$ cat src/design/sbrpm_pkg.sv
// shared types and constants of the stereo block rms and peak meter
// no dependencies; used by the controller, the datapath and the top level
`default_nettype none

package sbrpm_pkg;

    localparam int SAMPLE_W = 16;                  // q1.15 sample and result width
    localparam int SQUARE_W = 2 * SAMPLE_W;        // width of one squared magnitude
    localparam int SUM_W = 44;                     // square sum accumulator width
    localparam int ROOT_W = SUM_W / 2;             // integer square root width
    localparam int STEP_W = $clog2(SUM_W + 1);     // iteration counter width

    localparam int DEFAULT_MAX_BLOCK_FRAMES = 8192;

    localparam logic [SAMPLE_W-1:0] FULL_SCALE = 16'h8000;
    localparam logic [SAMPLE_W-1:0] CLIP_LEVEL_RESET = FULL_SCALE;

    // controller states
    typedef enum logic [3:0] {
        ST_ACCUM   = 4'b0001,
        ST_DIVIDE  = 4'b0010,
        ST_ROOT    = 4'b0100,
        ST_DELIVER = 4'b1000
    } state_t;

    // commands from controller to datapath
    typedef struct packed {
        logic accum;       // accumulate the accepted frame
        logic div_step;    // one restoring divide step on both channels
        logic root_step;   // one square root digit on both channels
        logic out_load;    // move the block result into the output register
    } cmd_t;

endpackage

`default_nettype wire

$ cat src/design/sbrpm_ctrl.sv
// controller of the stereo block meter: sequences accumulate, divide, root, deliver
// depends on sbrpm_pkg
`default_nettype none

module sbrpm_ctrl (
    input  wire logic          aclk,
    input  wire logic          aresetn,
    input  wire logic          s_valid,
    input  wire logic          s_last_of_block,
    output logic               s_ready,
    output logic               m_valid,
    input  wire logic          m_ready,
    output sbrpm_pkg::cmd_t    cmd
);

    localparam int STEP_W = sbrpm_pkg::STEP_W;
    localparam logic [STEP_W-1:0] DIV_LAST = STEP_W'(sbrpm_pkg::SUM_W - 1);
    localparam logic [STEP_W-1:0] ROOT_LAST = STEP_W'(sbrpm_pkg::ROOT_W - 1);

    sbrpm_pkg::state_t state_reg, state_next;
    logic [STEP_W-1:0] step_reg, step_next;
    logic              m_valid_reg, m_valid_next;
    logic              accept;

    assign s_ready = (state_reg == sbrpm_pkg::ST_ACCUM);
    assign m_valid = m_valid_reg;
    assign accept  = s_valid && s_ready;

    always_comb begin
        cmd.accum     = accept;
        cmd.div_step  = (state_reg == sbrpm_pkg::ST_DIVIDE);
        cmd.root_step = (state_reg == sbrpm_pkg::ST_ROOT);
        cmd.out_load  = (state_reg == sbrpm_pkg::ST_DELIVER) && (!m_valid_reg || m_ready);
    end

    always_comb begin
        state_next = state_reg;
        step_next  = step_reg;
        unique case (state_reg)
            sbrpm_pkg::ST_ACCUM: begin
                if (accept && s_last_of_block) begin
                    state_next = sbrpm_pkg::ST_DIVIDE;
                    step_next  = '0;
                end
            end
            sbrpm_pkg::ST_DIVIDE: begin
                if (step_reg == DIV_LAST) begin
                    state_next = sbrpm_pkg::ST_ROOT;
                    step_next  = '0;
                end else begin
                    step_next = step_reg + 1'b1;
                end
            end
            sbrpm_pkg::ST_ROOT: begin
                if (step_reg == ROOT_LAST) begin
                    state_next = sbrpm_pkg::ST_DELIVER;
                    step_next  = '0;
                end else begin
                    step_next = step_reg + 1'b1;
                end
            end
            sbrpm_pkg::ST_DELIVER: begin
                if (cmd.out_load) begin
                    state_next = sbrpm_pkg::ST_ACCUM;
                end
            end
            default: begin
                state_next = sbrpm_pkg::ST_ACCUM;
                step_next  = '0;
            end
        endcase
    end

    always_comb begin
        m_valid_next = m_valid_reg;
        if (cmd.out_load) begin
            m_valid_next = 1'b1;
        end else if (m_ready) begin
            m_valid_next = 1'b0;
        end
    end

    always_ff @(posedge aclk) begin
        if (!aresetn) begin
            state_reg   <= sbrpm_pkg::ST_ACCUM;
            step_reg    <= '0;
            m_valid_reg <= 1'b0;
        end else begin
            state_reg   <= state_next;
            step_reg    <= step_next;
            m_valid_reg <= m_valid_next;
        end
    end

    // a block end always starts the divide
    a_last_starts_divide: assert property (@(posedge aclk) disable iff (!aresetn)
        s_valid && s_ready && s_last_of_block |=> state_reg == sbrpm_pkg::ST_DIVIDE)
        else $error("block end did not start the divide");

    // the root phase runs exactly its digit count, then delivers
    a_root_to_deliver: assert property (@(posedge aclk) disable iff (!aresetn)
        state_reg == sbrpm_pkg::ST_ROOT && step_reg == ROOT_LAST
        |=> state_reg == sbrpm_pkg::ST_DELIVER)
        else $error("root phase did not end in deliver");

    // a result appears only out of the deliver state
    a_result_from_deliver: assert property (@(posedge aclk) disable iff (!aresetn)
        $rose(m_valid_reg) |-> $past(state_reg == sbrpm_pkg::ST_DELIVER))
        else $error("result raised outside deliver");

    // the divide counter never runs past the dividend width
    a_divide_bound: assert property (@(posedge aclk) disable iff (!aresetn)
        state_reg == sbrpm_pkg::ST_DIVIDE |-> step_reg <= DIV_LAST)
        else $error("divide counter out of range");

endmodule

`default_nettype wire

$ cat src/design/sbrpm_datapath.sv
// datapath of the stereo block meter: accumulators, serial divider, serial root, result register
// depends on sbrpm_pkg; driven by sbrpm_ctrl commands
`default_nettype none

module sbrpm_datapath #(
    parameter int MAX_BLOCK_FRAMES = sbrpm_pkg::DEFAULT_MAX_BLOCK_FRAMES
) (
    input  wire logic                                  aclk,
    input  wire logic                                  aresetn,
    input  wire sbrpm_pkg::cmd_t                       cmd,
    input  wire logic                                  cfg_we,
    input  wire logic        [sbrpm_pkg::SAMPLE_W-1:0] cfg_wdata,
    input  wire logic signed [sbrpm_pkg::SAMPLE_W-1:0] s_left_sample,
    input  wire logic signed [sbrpm_pkg::SAMPLE_W-1:0] s_right_sample,
    input  wire logic                                  s_last_of_block,
    output logic             [sbrpm_pkg::SAMPLE_W-1:0] m_rms_left,
    output logic             [sbrpm_pkg::SAMPLE_W-1:0] m_rms_right,
    output logic             [sbrpm_pkg::SAMPLE_W-1:0] m_left_peak,
    output logic             [sbrpm_pkg::SAMPLE_W-1:0] m_right_peak,
    output logic                                       m_left_clipped,
    output logic                                       m_right_clipped
);

    localparam int SAMPLE_W = sbrpm_pkg::SAMPLE_W;
    localparam int SQUARE_W = sbrpm_pkg::SQUARE_W;
    localparam int SUM_W    = sbrpm_pkg::SUM_W;
    localparam int ROOT_W   = sbrpm_pkg::ROOT_W;
    localparam int COUNT_W  = $clog2(MAX_BLOCK_FRAMES + 1);
    localparam logic [COUNT_W-1:0] COUNT_MAX = COUNT_W'(MAX_BLOCK_FRAMES);

    logic [SAMPLE_W-1:0] thresh_reg;
    logic [COUNT_W-1:0]  count_reg, count_new;
    logic [COUNT_W-1:0]  divisor_reg;
    logic                block_end;

    // channel 0 is left, channel 1 is right
    logic [SAMPLE_W-1:0] raw       [2];
    logic [SAMPLE_W-1:0] out_rms   [2];
    logic [SAMPLE_W-1:0] out_peak  [2];
    logic                out_clip  [2];

    assign raw[0]    = s_left_sample;
    assign raw[1]    = s_right_sample;
    assign block_end = cmd.accum && s_last_of_block;

    assign count_new = (count_reg < COUNT_MAX) ? count_reg + 1'b1 : count_reg;

    always_ff @(posedge aclk) begin
        if (!aresetn) begin
            thresh_reg <= sbrpm_pkg::CLIP_LEVEL_RESET;
            count_reg  <= '0;
        end else begin
            if (cfg_we) begin
                thresh_reg <= cfg_wdata;
            end
            if (block_end) begin
                count_reg <= '0;
            end else if (cmd.accum) begin
                count_reg <= count_new;
            end
        end
    end

    always_ff @(posedge aclk) begin
        if (block_end) begin
            divisor_reg <= count_new;
        end
    end

    for (genvar c = 0; c < 2; c++) begin : g_chan
        logic [SAMPLE_W-1:0] mag;
        logic [SQUARE_W-1:0] square;
        logic [SUM_W:0]      sum_wide;
        logic [SUM_W-1:0]    sum_new;
        logic [SAMPLE_W-1:0] peak_new;
        logic [SUM_W-1:0]    sum_reg;
        logic [SAMPLE_W-1:0] peak_reg;

        // quotient register doubles as the root radicand
        logic [SUM_W-1:0]    quo_reg;
        logic [COUNT_W-1:0]  rem_reg;
        logic [COUNT_W:0]    rem_shift;
        logic                rem_ge;

        logic [ROOT_W-1:0]   srem_reg;
        logic [ROOT_W-1:0]   root_reg;
        logic [ROOT_W+1:0]   srem_shift;
        logic [ROOT_W+1:0]   trial;
        logic [ROOT_W+1:0]   srem_sub;
        logic                srem_ge;

        logic [SAMPLE_W-1:0] hold_peak_reg;
        logic                hold_clip_reg;
        logic [SAMPLE_W-1:0] rms_reg;
        logic [SAMPLE_W-1:0] peak_out_reg;
        logic                clip_out_reg;

        // most negative sample maps to full scale
        assign mag      = raw[c][SAMPLE_W-1] ? (~raw[c] + 1'b1) : raw[c];
        assign square   = mag * mag;
        assign sum_wide = {1'b0, sum_reg} + (SUM_W + 1)'(square);
        assign sum_new  = sum_wide[SUM_W] ? '1 : sum_wide[SUM_W-1:0];
        assign peak_new = (mag > peak_reg) ? mag : peak_reg;

        // restoring divide, one quotient bit per step
        assign rem_shift = {rem_reg, quo_reg[SUM_W-1]};
        assign rem_ge    = (rem_shift >= {1'b0, divisor_reg});

        // digit-by-digit root, two radicand bits per step
        assign srem_shift = {srem_reg, quo_reg[SUM_W-1 -: 2]};
        assign trial      = {root_reg, 2'b01};
        assign srem_ge    = (srem_shift >= trial);
        assign srem_sub   = srem_shift - trial;

        always_ff @(posedge aclk) begin
            if (!aresetn) begin
                sum_reg  <= '0;
                peak_reg <= '0;
            end else if (block_end) begin
                sum_reg  <= '0;
                peak_reg <= '0;
            end else if (cmd.accum) begin
                sum_reg  <= sum_new;
                peak_reg <= peak_new;
            end
        end

        always_ff @(posedge aclk) begin
            if (block_end) begin
                quo_reg       <= sum_new;
                rem_reg       <= '0;
                srem_reg      <= '0;
                root_reg      <= '0;
                hold_peak_reg <= peak_new;
                hold_clip_reg <= (peak_new >= thresh_reg);
            end else if (cmd.div_step) begin
                quo_reg <= {quo_reg[SUM_W-2:0], rem_ge};
                rem_reg <= rem_ge ? COUNT_W'(rem_shift - {1'b0, divisor_reg})
                                  : rem_shift[COUNT_W-1:0];
            end else if (cmd.root_step) begin
                quo_reg  <= {quo_reg[SUM_W-3:0], 2'b00};
                srem_reg <= srem_ge ? srem_sub[ROOT_W-1:0] : srem_shift[ROOT_W-1:0];
                root_reg <= {root_reg[ROOT_W-2:0], srem_ge};
            end
        end

        always_ff @(posedge aclk) begin
            if (cmd.out_load) begin
                rms_reg      <= (root_reg > ROOT_W'(sbrpm_pkg::FULL_SCALE))
                                ? sbrpm_pkg::FULL_SCALE : root_reg[SAMPLE_W-1:0];
                peak_out_reg <= hold_peak_reg;
                clip_out_reg <= hold_clip_reg;
            end
        end

        assign out_rms[c]  = rms_reg;
        assign out_peak[c] = peak_out_reg;
        assign out_clip[c] = clip_out_reg;
    end

    assign m_rms_left      = out_rms[0];
    assign m_rms_right     = out_rms[1];
    assign m_left_peak     = out_peak[0];
    assign m_right_peak    = out_peak[1];
    assign m_left_clipped  = out_clip[0];
    assign m_right_clipped = out_clip[1];

endmodule

`default_nettype wire

$ cat src/design/stereo_block_rms_peak_meter.sv
// top level of the stereo block rms and peak meter
// depends on sbrpm_pkg, sbrpm_ctrl and sbrpm_datapath
`default_nettype none

// Stereo block meter. Each request on the s_ channel is one stereo frame of
// signed Q1.15 samples; s_last_of_block closes an analysis block. Per channel
// the block sums squared magnitudes (44 bits, saturating) and tracks the peak
// magnitude, with -32768 counted as 32768. Ordinary frames are taken at one per
// clock. The frame that closes a block is accumulated too, then the meter stops
// taking frames while a serial divider finds floor(sum / frames) (one quotient
// bit per cycle) and a serial square root takes that quotient apart two bits
// at a time; then the output register is loaded. m_valid rises with that load,
// s_ready is low from the closing frame until it, and the next frame is also
// held off while the previous result still waits on m_ready. The result request
// carries rms (clamped at full scale 32768), peak and a clip flag per channel,
// set when the peak is at or above the clip level. The frame count stops at
// MAX_BLOCK_FRAMES; frames beyond it still feed the sums and peaks. The clip
// level resets to 32768 and is written through cfg_we / cfg_wdata; the user must
// write it only while the meter is idle, which the block itself does not
// enforce.

module stereo_block_rms_peak_meter #(
    parameter int MAX_BLOCK_FRAMES = sbrpm_pkg::DEFAULT_MAX_BLOCK_FRAMES
) (
    input  wire logic                                  aclk,
    input  wire logic                                  aresetn,

    // configuration: clip level
    input  wire logic                                  cfg_we,
    input  wire logic        [sbrpm_pkg::SAMPLE_W-1:0] cfg_wdata,

    // frame requests
    input  wire logic                                  s_valid,
    output logic                                       s_ready,
    input  wire logic signed [sbrpm_pkg::SAMPLE_W-1:0] s_left_sample,
    input  wire logic signed [sbrpm_pkg::SAMPLE_W-1:0] s_right_sample,
    input  wire logic                                  s_last_of_block,

    // block result requests
    output logic                                       m_valid,
    input  wire logic                                  m_ready,
    output logic             [sbrpm_pkg::SAMPLE_W-1:0] m_rms_left,
    output logic             [sbrpm_pkg::SAMPLE_W-1:0] m_rms_right,
    output logic             [sbrpm_pkg::SAMPLE_W-1:0] m_left_peak,
    output logic             [sbrpm_pkg::SAMPLE_W-1:0] m_right_peak,
    output logic                                       m_left_clipped,
    output logic                                       m_right_clipped
);

    // command bundle from sequencer to datapath
    sbrpm_pkg::cmd_t cmd;

    // sequencer: frame handshake, divide and root phases, result handshake
    sbrpm_ctrl u_ctrl (
        .aclk            (aclk),
        .aresetn         (aresetn),
        .s_valid         (s_valid),
        .s_last_of_block (s_last_of_block),
        .s_ready         (s_ready),
        .m_valid         (m_valid),
        .m_ready         (m_ready),
        .cmd             (cmd)
    );

    // accumulators, serial divider and root per channel, result register
    sbrpm_datapath #(
        .MAX_BLOCK_FRAMES (MAX_BLOCK_FRAMES)
    ) u_datapath (
        .aclk            (aclk),
        .aresetn         (aresetn),
        .cmd             (cmd),
        .cfg_we          (cfg_we),
        .cfg_wdata       (cfg_wdata),
        .s_left_sample   (s_left_sample),
        .s_right_sample  (s_right_sample),
        .s_last_of_block (s_last_of_block),
        .m_rms_left      (m_rms_left),
        .m_rms_right     (m_rms_right),
        .m_left_peak     (m_left_peak),
        .m_right_peak    (m_right_peak),
        .m_left_clipped  (m_left_clipped),
        .m_right_clipped (m_right_clipped)
    );

endmodule

`default_nettype wire

$ cat config.mk
export PLATFORM = sky130hd
export DESIGN_NAME = stereo_block_rms_peak_meter
export DESIGN_NICKNAME = d
export VERILOG_FILES = /design/src/design/sbrpm_pkg.sv /design/src/design/sbrpm_ctrl.sv /design/src/design/sbrpm_datapath.sv /design/src/design/stereo_block_rms_peak_meter.sv
export SDC_FILE = /design/constraint.sdc
export NUM_CORES = 2
export LEC_CHECK = 0
export BUFFER_PORTS_ARGS = -buffer_cell sky130_fd_sc_hd__buf_2
export CAP_MARGIN = 20
export CORE_MARGIN = 4
export CORE_UTILIZATION = 70
export DETAILED_ROUTE_END_ITERATION = 7
export GPL_TIMING_DRIVEN = 0
export PLACE_DENSITY = 0.95
export SLEW_MARGIN = 20
export SYNTH_ARGS = -nofsm -noshare
export SYNTH_HDL_FRONTEND = slang
export SYNTH_HIERARCHICAL = 1
export SYNTH_SLANG_ARGS = --single-unit
$ cat constraint.sdc
create_clock -name aclk -period 18.5 [get_ports aclk]
set_input_delay 3.7 -clock aclk [delete_from_list [all_inputs] [get_ports aclk]]
set_output_delay 3.7 -clock aclk [all_outputs]
set_load 0.005 [all_outputs]
# Word level (Yosys, flattened, before mapping)
# Cells that the tools add are included.
# totals
ff_bits,479
out_inout_bits,68
wordCells,105
# op_classes
addsub,10
multipliers,2
n_lt_le_gt_ge,11
n_eq_ne,10
n_mux,28
bitwise,5
n_reduce_logical,11
# op_table
op,n
$mux W44,8
$add A44 B32 Y45,2
$mul A16 B16 Y32,2
$mux W16,4
$ge A24 B24 Y1,2
$gt A22 B16 Y1 const B,2
$mux W22,2
$sub A22 B22 Y22,2
$mux W14,3
$add A16 B1 Y16 const B,2
$ge A16 B16 Y1,2
$gt A16 B16 Y1,2
$not A16 Y16,2
$ge A15 B14 Y1,2
$sub A14 B14 Y14,2
$pmux W6 S4,1
$mux W6,3
$mux W4,4
$pmux W4 S4,1
$add A14 B1 Y14 const B,1
$lt A14 B14 Y1 const B,1
$add A6 B1 Y6 const B,1
$eq A6 B5 Y1 const B,1
$eq A6 B6 Y1 const B,1
other kinds (16),24

# Logic depth before layout (Yosys ltp)
# depth
depth_word,7
mapped_depth,34

# Cells and area by module
# The synthesis kept the hierarchy.
# by_module_without_submodules
mod,instances,cells_per_inst,area_each_um2
sbrpm_datapath,1,4694,41878.9
sbrpm_ctrl,1,76,668.1

# Worst setup path before layout
# OpenSTA, ideal clock, no wires.
# synth_timing
kind,in2reg
start,in s_right_sample[4] (netlist bit)
end,reg u_datapath.g_chan[1].quo_reg[41] (data pin)
setup_ns,0.269
t_arrival_ns,11.129
required_ns,18.231
slack_ns,7.101
path_stages,29
path_cell_list,or4_4 nor4_2 nand2b_1 or2_1 o31ai_2 xor2_1 buf_4 nor2_1 fa_1 fa_1 inv_1 fa_1 inv_1 fa_1 fa_1 inv_1 fa_1 inv_1 ha_1 clkbuf_1 and3_1 a311o_1 a221o_1 a21o_2 o211ai_2 buf_4 nand4_1 o211ai_1 o21ai_0
# synth_between
elab_chain_cells,7
# synth_rtl
item,line_no,rtl
"start, declared",stereo_block_rms_peak_meter.sv:36,"input wire logic signed [sbrpm_pkg::SAMPLE_W-1:0] s_right_sample,"
$not A16 Y16,sbrpm_datapath.sv:99,assign mag = raw[c][SAMPLE_W-1] ? (~raw[c] + 1'b1) : raw[c];
$add A16 B1 Y16,sbrpm_datapath.sv:99,
$mux W16 *,sbrpm_datapath.sv:99,
$mul A16 B16 Y32 *,sbrpm_datapath.sv:100,assign square = mag * mag;
$add A44 B32 Y45 *,sbrpm_datapath.sv:101,"assign sum_wide = {1'b0, sum_reg} + (SUM_W + 1)'(square);"
$mux W44 *,sbrpm_datapath.sv:102,assign sum_new = sum_wide[SUM_W] ? '1 : sum_wide[SUM_W-1:0];
$mux W44 *,sbrpm_datapath.sv:129,if (block_end) begin
"end signal, assigned",sbrpm_datapath.sv:130,quo_reg <= sum_new;
"end signal, assigned",sbrpm_datapath.sv:137,"quo_reg <= {quo_reg[SUM_W-2:0], rem_ge};"
"end signal, assigned",sbrpm_datapath.sv:141,"quo_reg <= {quo_reg[SUM_W-3:0], 2'b00};"
"end, declared",sbrpm_datapath.sv:80,logic [SUM_W-1:0] quo_reg;
# Mark *: on every way between the ends. The rest lies on a longest branch, timed or not.
# A chain may end at the register's enable or synchronous reset.

# Final worst setup path
# layout_timing
start,in s_left_sample[0] (netlist bit)
end,reg u_datapath.g_chan[0].quo_reg[13] (data pin)
# layout_between
elab_chain_cells,7
# layout_rtl
item,line_no,rtl
"start, declared",stereo_block_rms_peak_meter.sv:35,"input wire logic signed [sbrpm_pkg::SAMPLE_W-1:0] s_left_sample,"
$not A16 Y16,sbrpm_datapath.sv:99,
$add A16 B1 Y16,sbrpm_datapath.sv:99,
$mux W16 *,sbrpm_datapath.sv:99,
$mul A16 B16 Y32 *,sbrpm_datapath.sv:100,
$add A44 B32 Y45 *,sbrpm_datapath.sv:101,
$mux W44 *,sbrpm_datapath.sv:102,
$mux W44 *,sbrpm_datapath.sv:129,
"end signal, assigned",sbrpm_datapath.sv:130,
"end signal, assigned",sbrpm_datapath.sv:137,
"end signal, assigned",sbrpm_datapath.sv:141,
"end, declared",sbrpm_datapath.sv:80,
# Marked as above.

==> out/summary.txt <==
==========================================================================================
Worst-case headroom to the max-slew limit ...................................      0.09550
Syn Std Cell Area ...........................................................  0.04255 mm2
Slowest stage delay, CP .....................................................      0.88 ns
DRC errors left .............................................................            1
Floorplan row count .........................................................           90
Worst Max-Slew Pin Slew .....................................................     1.347 ns
Mean Syn Cell Area ..........................................................    8.920 um2
Remaining antenna violation count ...........................................            0
Crit path max-delay family ..................................................  adder cells
Final estimated routing congestion in global placement ......................       0.9627
Number of search-and-repair iterations in the first detailed-routing pass ...            8
Detailed placer's ending HPWL ...............................................     90740 um
Share of synthesized registers carrying an async set or reset ...............            0
Setup Viol. Count Final .....................................................            0
Pin count of the biggest net entering global routing ........................           67
Fin crit period .............................................................     14.17 ns
Number of enable-type register cells in the synthesized netlist .............          202
Result of the run ........................................................... complete, but fails checks
Largest fanout of any net on the critical path ..............................           11
Global-route wire length before repair ......................................    200600 um
Worst hold path class ....................................................... register to register
Resize count post-CTS .......................................................            0
FILL cells ..................................................................         3491
Unrepaired setup endpoints after global routing .............................           no
CTS H-tree lvls .............................................................            2
Number of post-CTS setup repair buffers .....................................            0
Top cells by area in the synthesized netlist ................................ fa_1 18%, edfxtp_1 14%, dfxtp_1 13%, ha_1 10%, inv_1 7.4%
Grt total ovfl ..............................................................            0
P&R area growth vs syn ......................................................       8.278%
Total Nets Final ............................................................         5764
Post-CTS Hold Buffers .......................................................            0
Reg-to-reg slack, setup .....................................................     11.92 ns
Critical path data required time ............................................     18.82 ns
Total core area .............................................................  0.06025 mm2
Routed wire length per instance .............................................     22.18 um
Clock skew ..................................................................   0.01616 ns
Number of ports placed on the die boundary ..................................          122
Routed wire length ..........................................................    128400 um
Global-route usage over all layers ..........................................       0.3886
Vias in the first global route ..............................................        38937
Sort of element at the end of the critical path .............................     register
Combined buffer and inverter count along the critical path ..................           11
Effective utilization at floorplan ..........................................       0.7062
Clock edge transition at the registers on the reported setup and hold paths .      0.06 ns
Most used flip-flop cell after synthesis ....................................      dfxtp_1
Clock latency at the later pin of the worst-skew pair .......................      0.62 ns
Number of buffers created by CTS ............................................           50
Initial antenna violation count .............................................            3
Timing-limited maximum frequency ............................................    70.59 MHz
Cell seen most often among critical-path stages .............................        inv_1
Arrival @ worst endpoint ....................................................     14.49 ns
Buffers added on ports ......................................................          120
Fraction of post-synthesis cell area in the top cell type by area ...........       0.1835
Slowest stage cell on the critical path .....................................       xor2_1
Max-slew violation count ....................................................            0
Count of distinct cell types in the synthesized netlist .....................          104
Cell type with the highest aggregate area in the netlist ....................         fa_1
Most common cell after layout, fill and taps aside ..........................        inv_1
Number of vias after detailed routing .......................................        38175
Syn Inst Count ..............................................................         4770
Period Utilization, post-route ..............................................       0.7658
Total die area ..............................................................  0.06479 mm2
Die height ..................................................................     254.5 um
Total of max-cap violations .................................................            0
Ys Warns ....................................................................            6
Fin. Hold Viols .............................................................            0
Worst Setup Path Type ....................................................... input port to register
Startpoint type of the worst setup path .....................................   input port
Fraction of final layout cells with drive strength greater than 1 ...........      0.05714
Via density .................................................................        6.594
Violations in the final reports .............................................          DRC
Clock tree from TritonCTS ...................................................        built
Share of the yosys chip area belonging to registers .........................       0.2729
Clock sinks .................................................................          479
Sequential cell area in the final layout ....................................  0.01161 mm2
Setup Total Neg Slack .......................................................         0 ns
Highest-count cells in the layout ignoring fill and taps .................... 843 x inv_1, 390 x fa_1, 377 x nor2_1
Width of the die ............................................................     254.5 um
Footprint of the multi-input gates ..........................................  0.02695 mm2
Starting DRT DRC Count ......................................................         5689
Register bit total from synthesis ...........................................          479
Max Buffers Root-to-Sink ....................................................            3
Cell chosen for the clock root ..............................................    clkbuf_16
==========================================================================================
==> final timing paths <==
path | from | end | cells past startpoint
max | s_left_sample[0] | u_datapath/g_chan[0].quo_reg[13]$_DFFE_PP_ | 32
min | u_datapath/g_chan[1].hold_peak_reg[11]$_DFFE_PP_ | u_datapath/m_right_peak[11]$_DFFE_PP_ | 0
max reg2reg | u_datapath/g_chan[0].sum_reg[10]$_SDFFE_PP0P_ | u_datapath/g_chan[0].quo_reg[13]$_DFFE_PP_ | 18
min reg2reg | u_datapath/g_chan[1].hold_peak_reg[11]$_DFFE_PP_ | u_datapath/m_right_peak[11]$_DFFE_PP_ | 0
==> synth_stat cells, drive strengths merged (52+ instances only) <==
cell type  count
inv          851
fa           390
nor2         380
a21oi        360
ha           357
nand2        350
dfxtp        277
edfxtp       202
o21ai        180
clkbuf       175
a211oi       157
xnor2        109
nor2b        106
a21o          96
mux2i         85
xor2          63
nand3         62
a31oi         52
==> area by class of cell <==
type / count / area share
clock inverter: 34 / 0.01032
multi-input combinational: 3241 / 0.5850
clock buffer: 60 / 0.02863
antenna: 2 / 0.0001086
buffer: 216 / 0.01912
tap: 782 / 0.02124
inverter: 853 / 0.06950
timing repair buffer: 122 / 0.01407
sequential: 479 / 0.2520
==> metal layers <==
metal	global-route usage	share of wire	up-vias	wire length [um]
met4	0.2588	0.086	2	11090
met2	0.6201	0.45	3064	58270
met5	0	0.00025	-	32
met1	0.4572	0.33	17817	42910
li1	-	-	16243	-
met3	0.1179	0.13	1049	16080
==> cells by family after synthesis <==
| family | synth area share |
|---|---|
| AOI/OAI and AO/OA | 0.1603 |
| buffers and inverters | 0.09593 |
| and+or+nand+nor | 0.1250 |
| DFF | 0.2729 |
| muxes | 0.02159 |
| xor gates and xnor gates | 0.03558 |
| other | 0.0001765 |
| adders and majority gates | 0.2885 |
==> per-stage QoR <==
step	cells	utilization	cell area [um2]	hold slack, ns	setup WS [ns]
after CTS	5787	0.7645	46060	0.4208	4.896
after floorplan	4789	-	42620	0.4003	7.101
final	5789	0.7647	46070	0.4204	4.333
after detailed placement	5693	0.7348	44270	0.4045	4.575
after global placement	5691	0.7336	44200	0.4019	4.874
after global routing	5787	0.7646	46060	0.4265	3.878
Power is not shown: default switching activity piles up to over one toggle a cycle in this logic, so the estimate is an artifact.
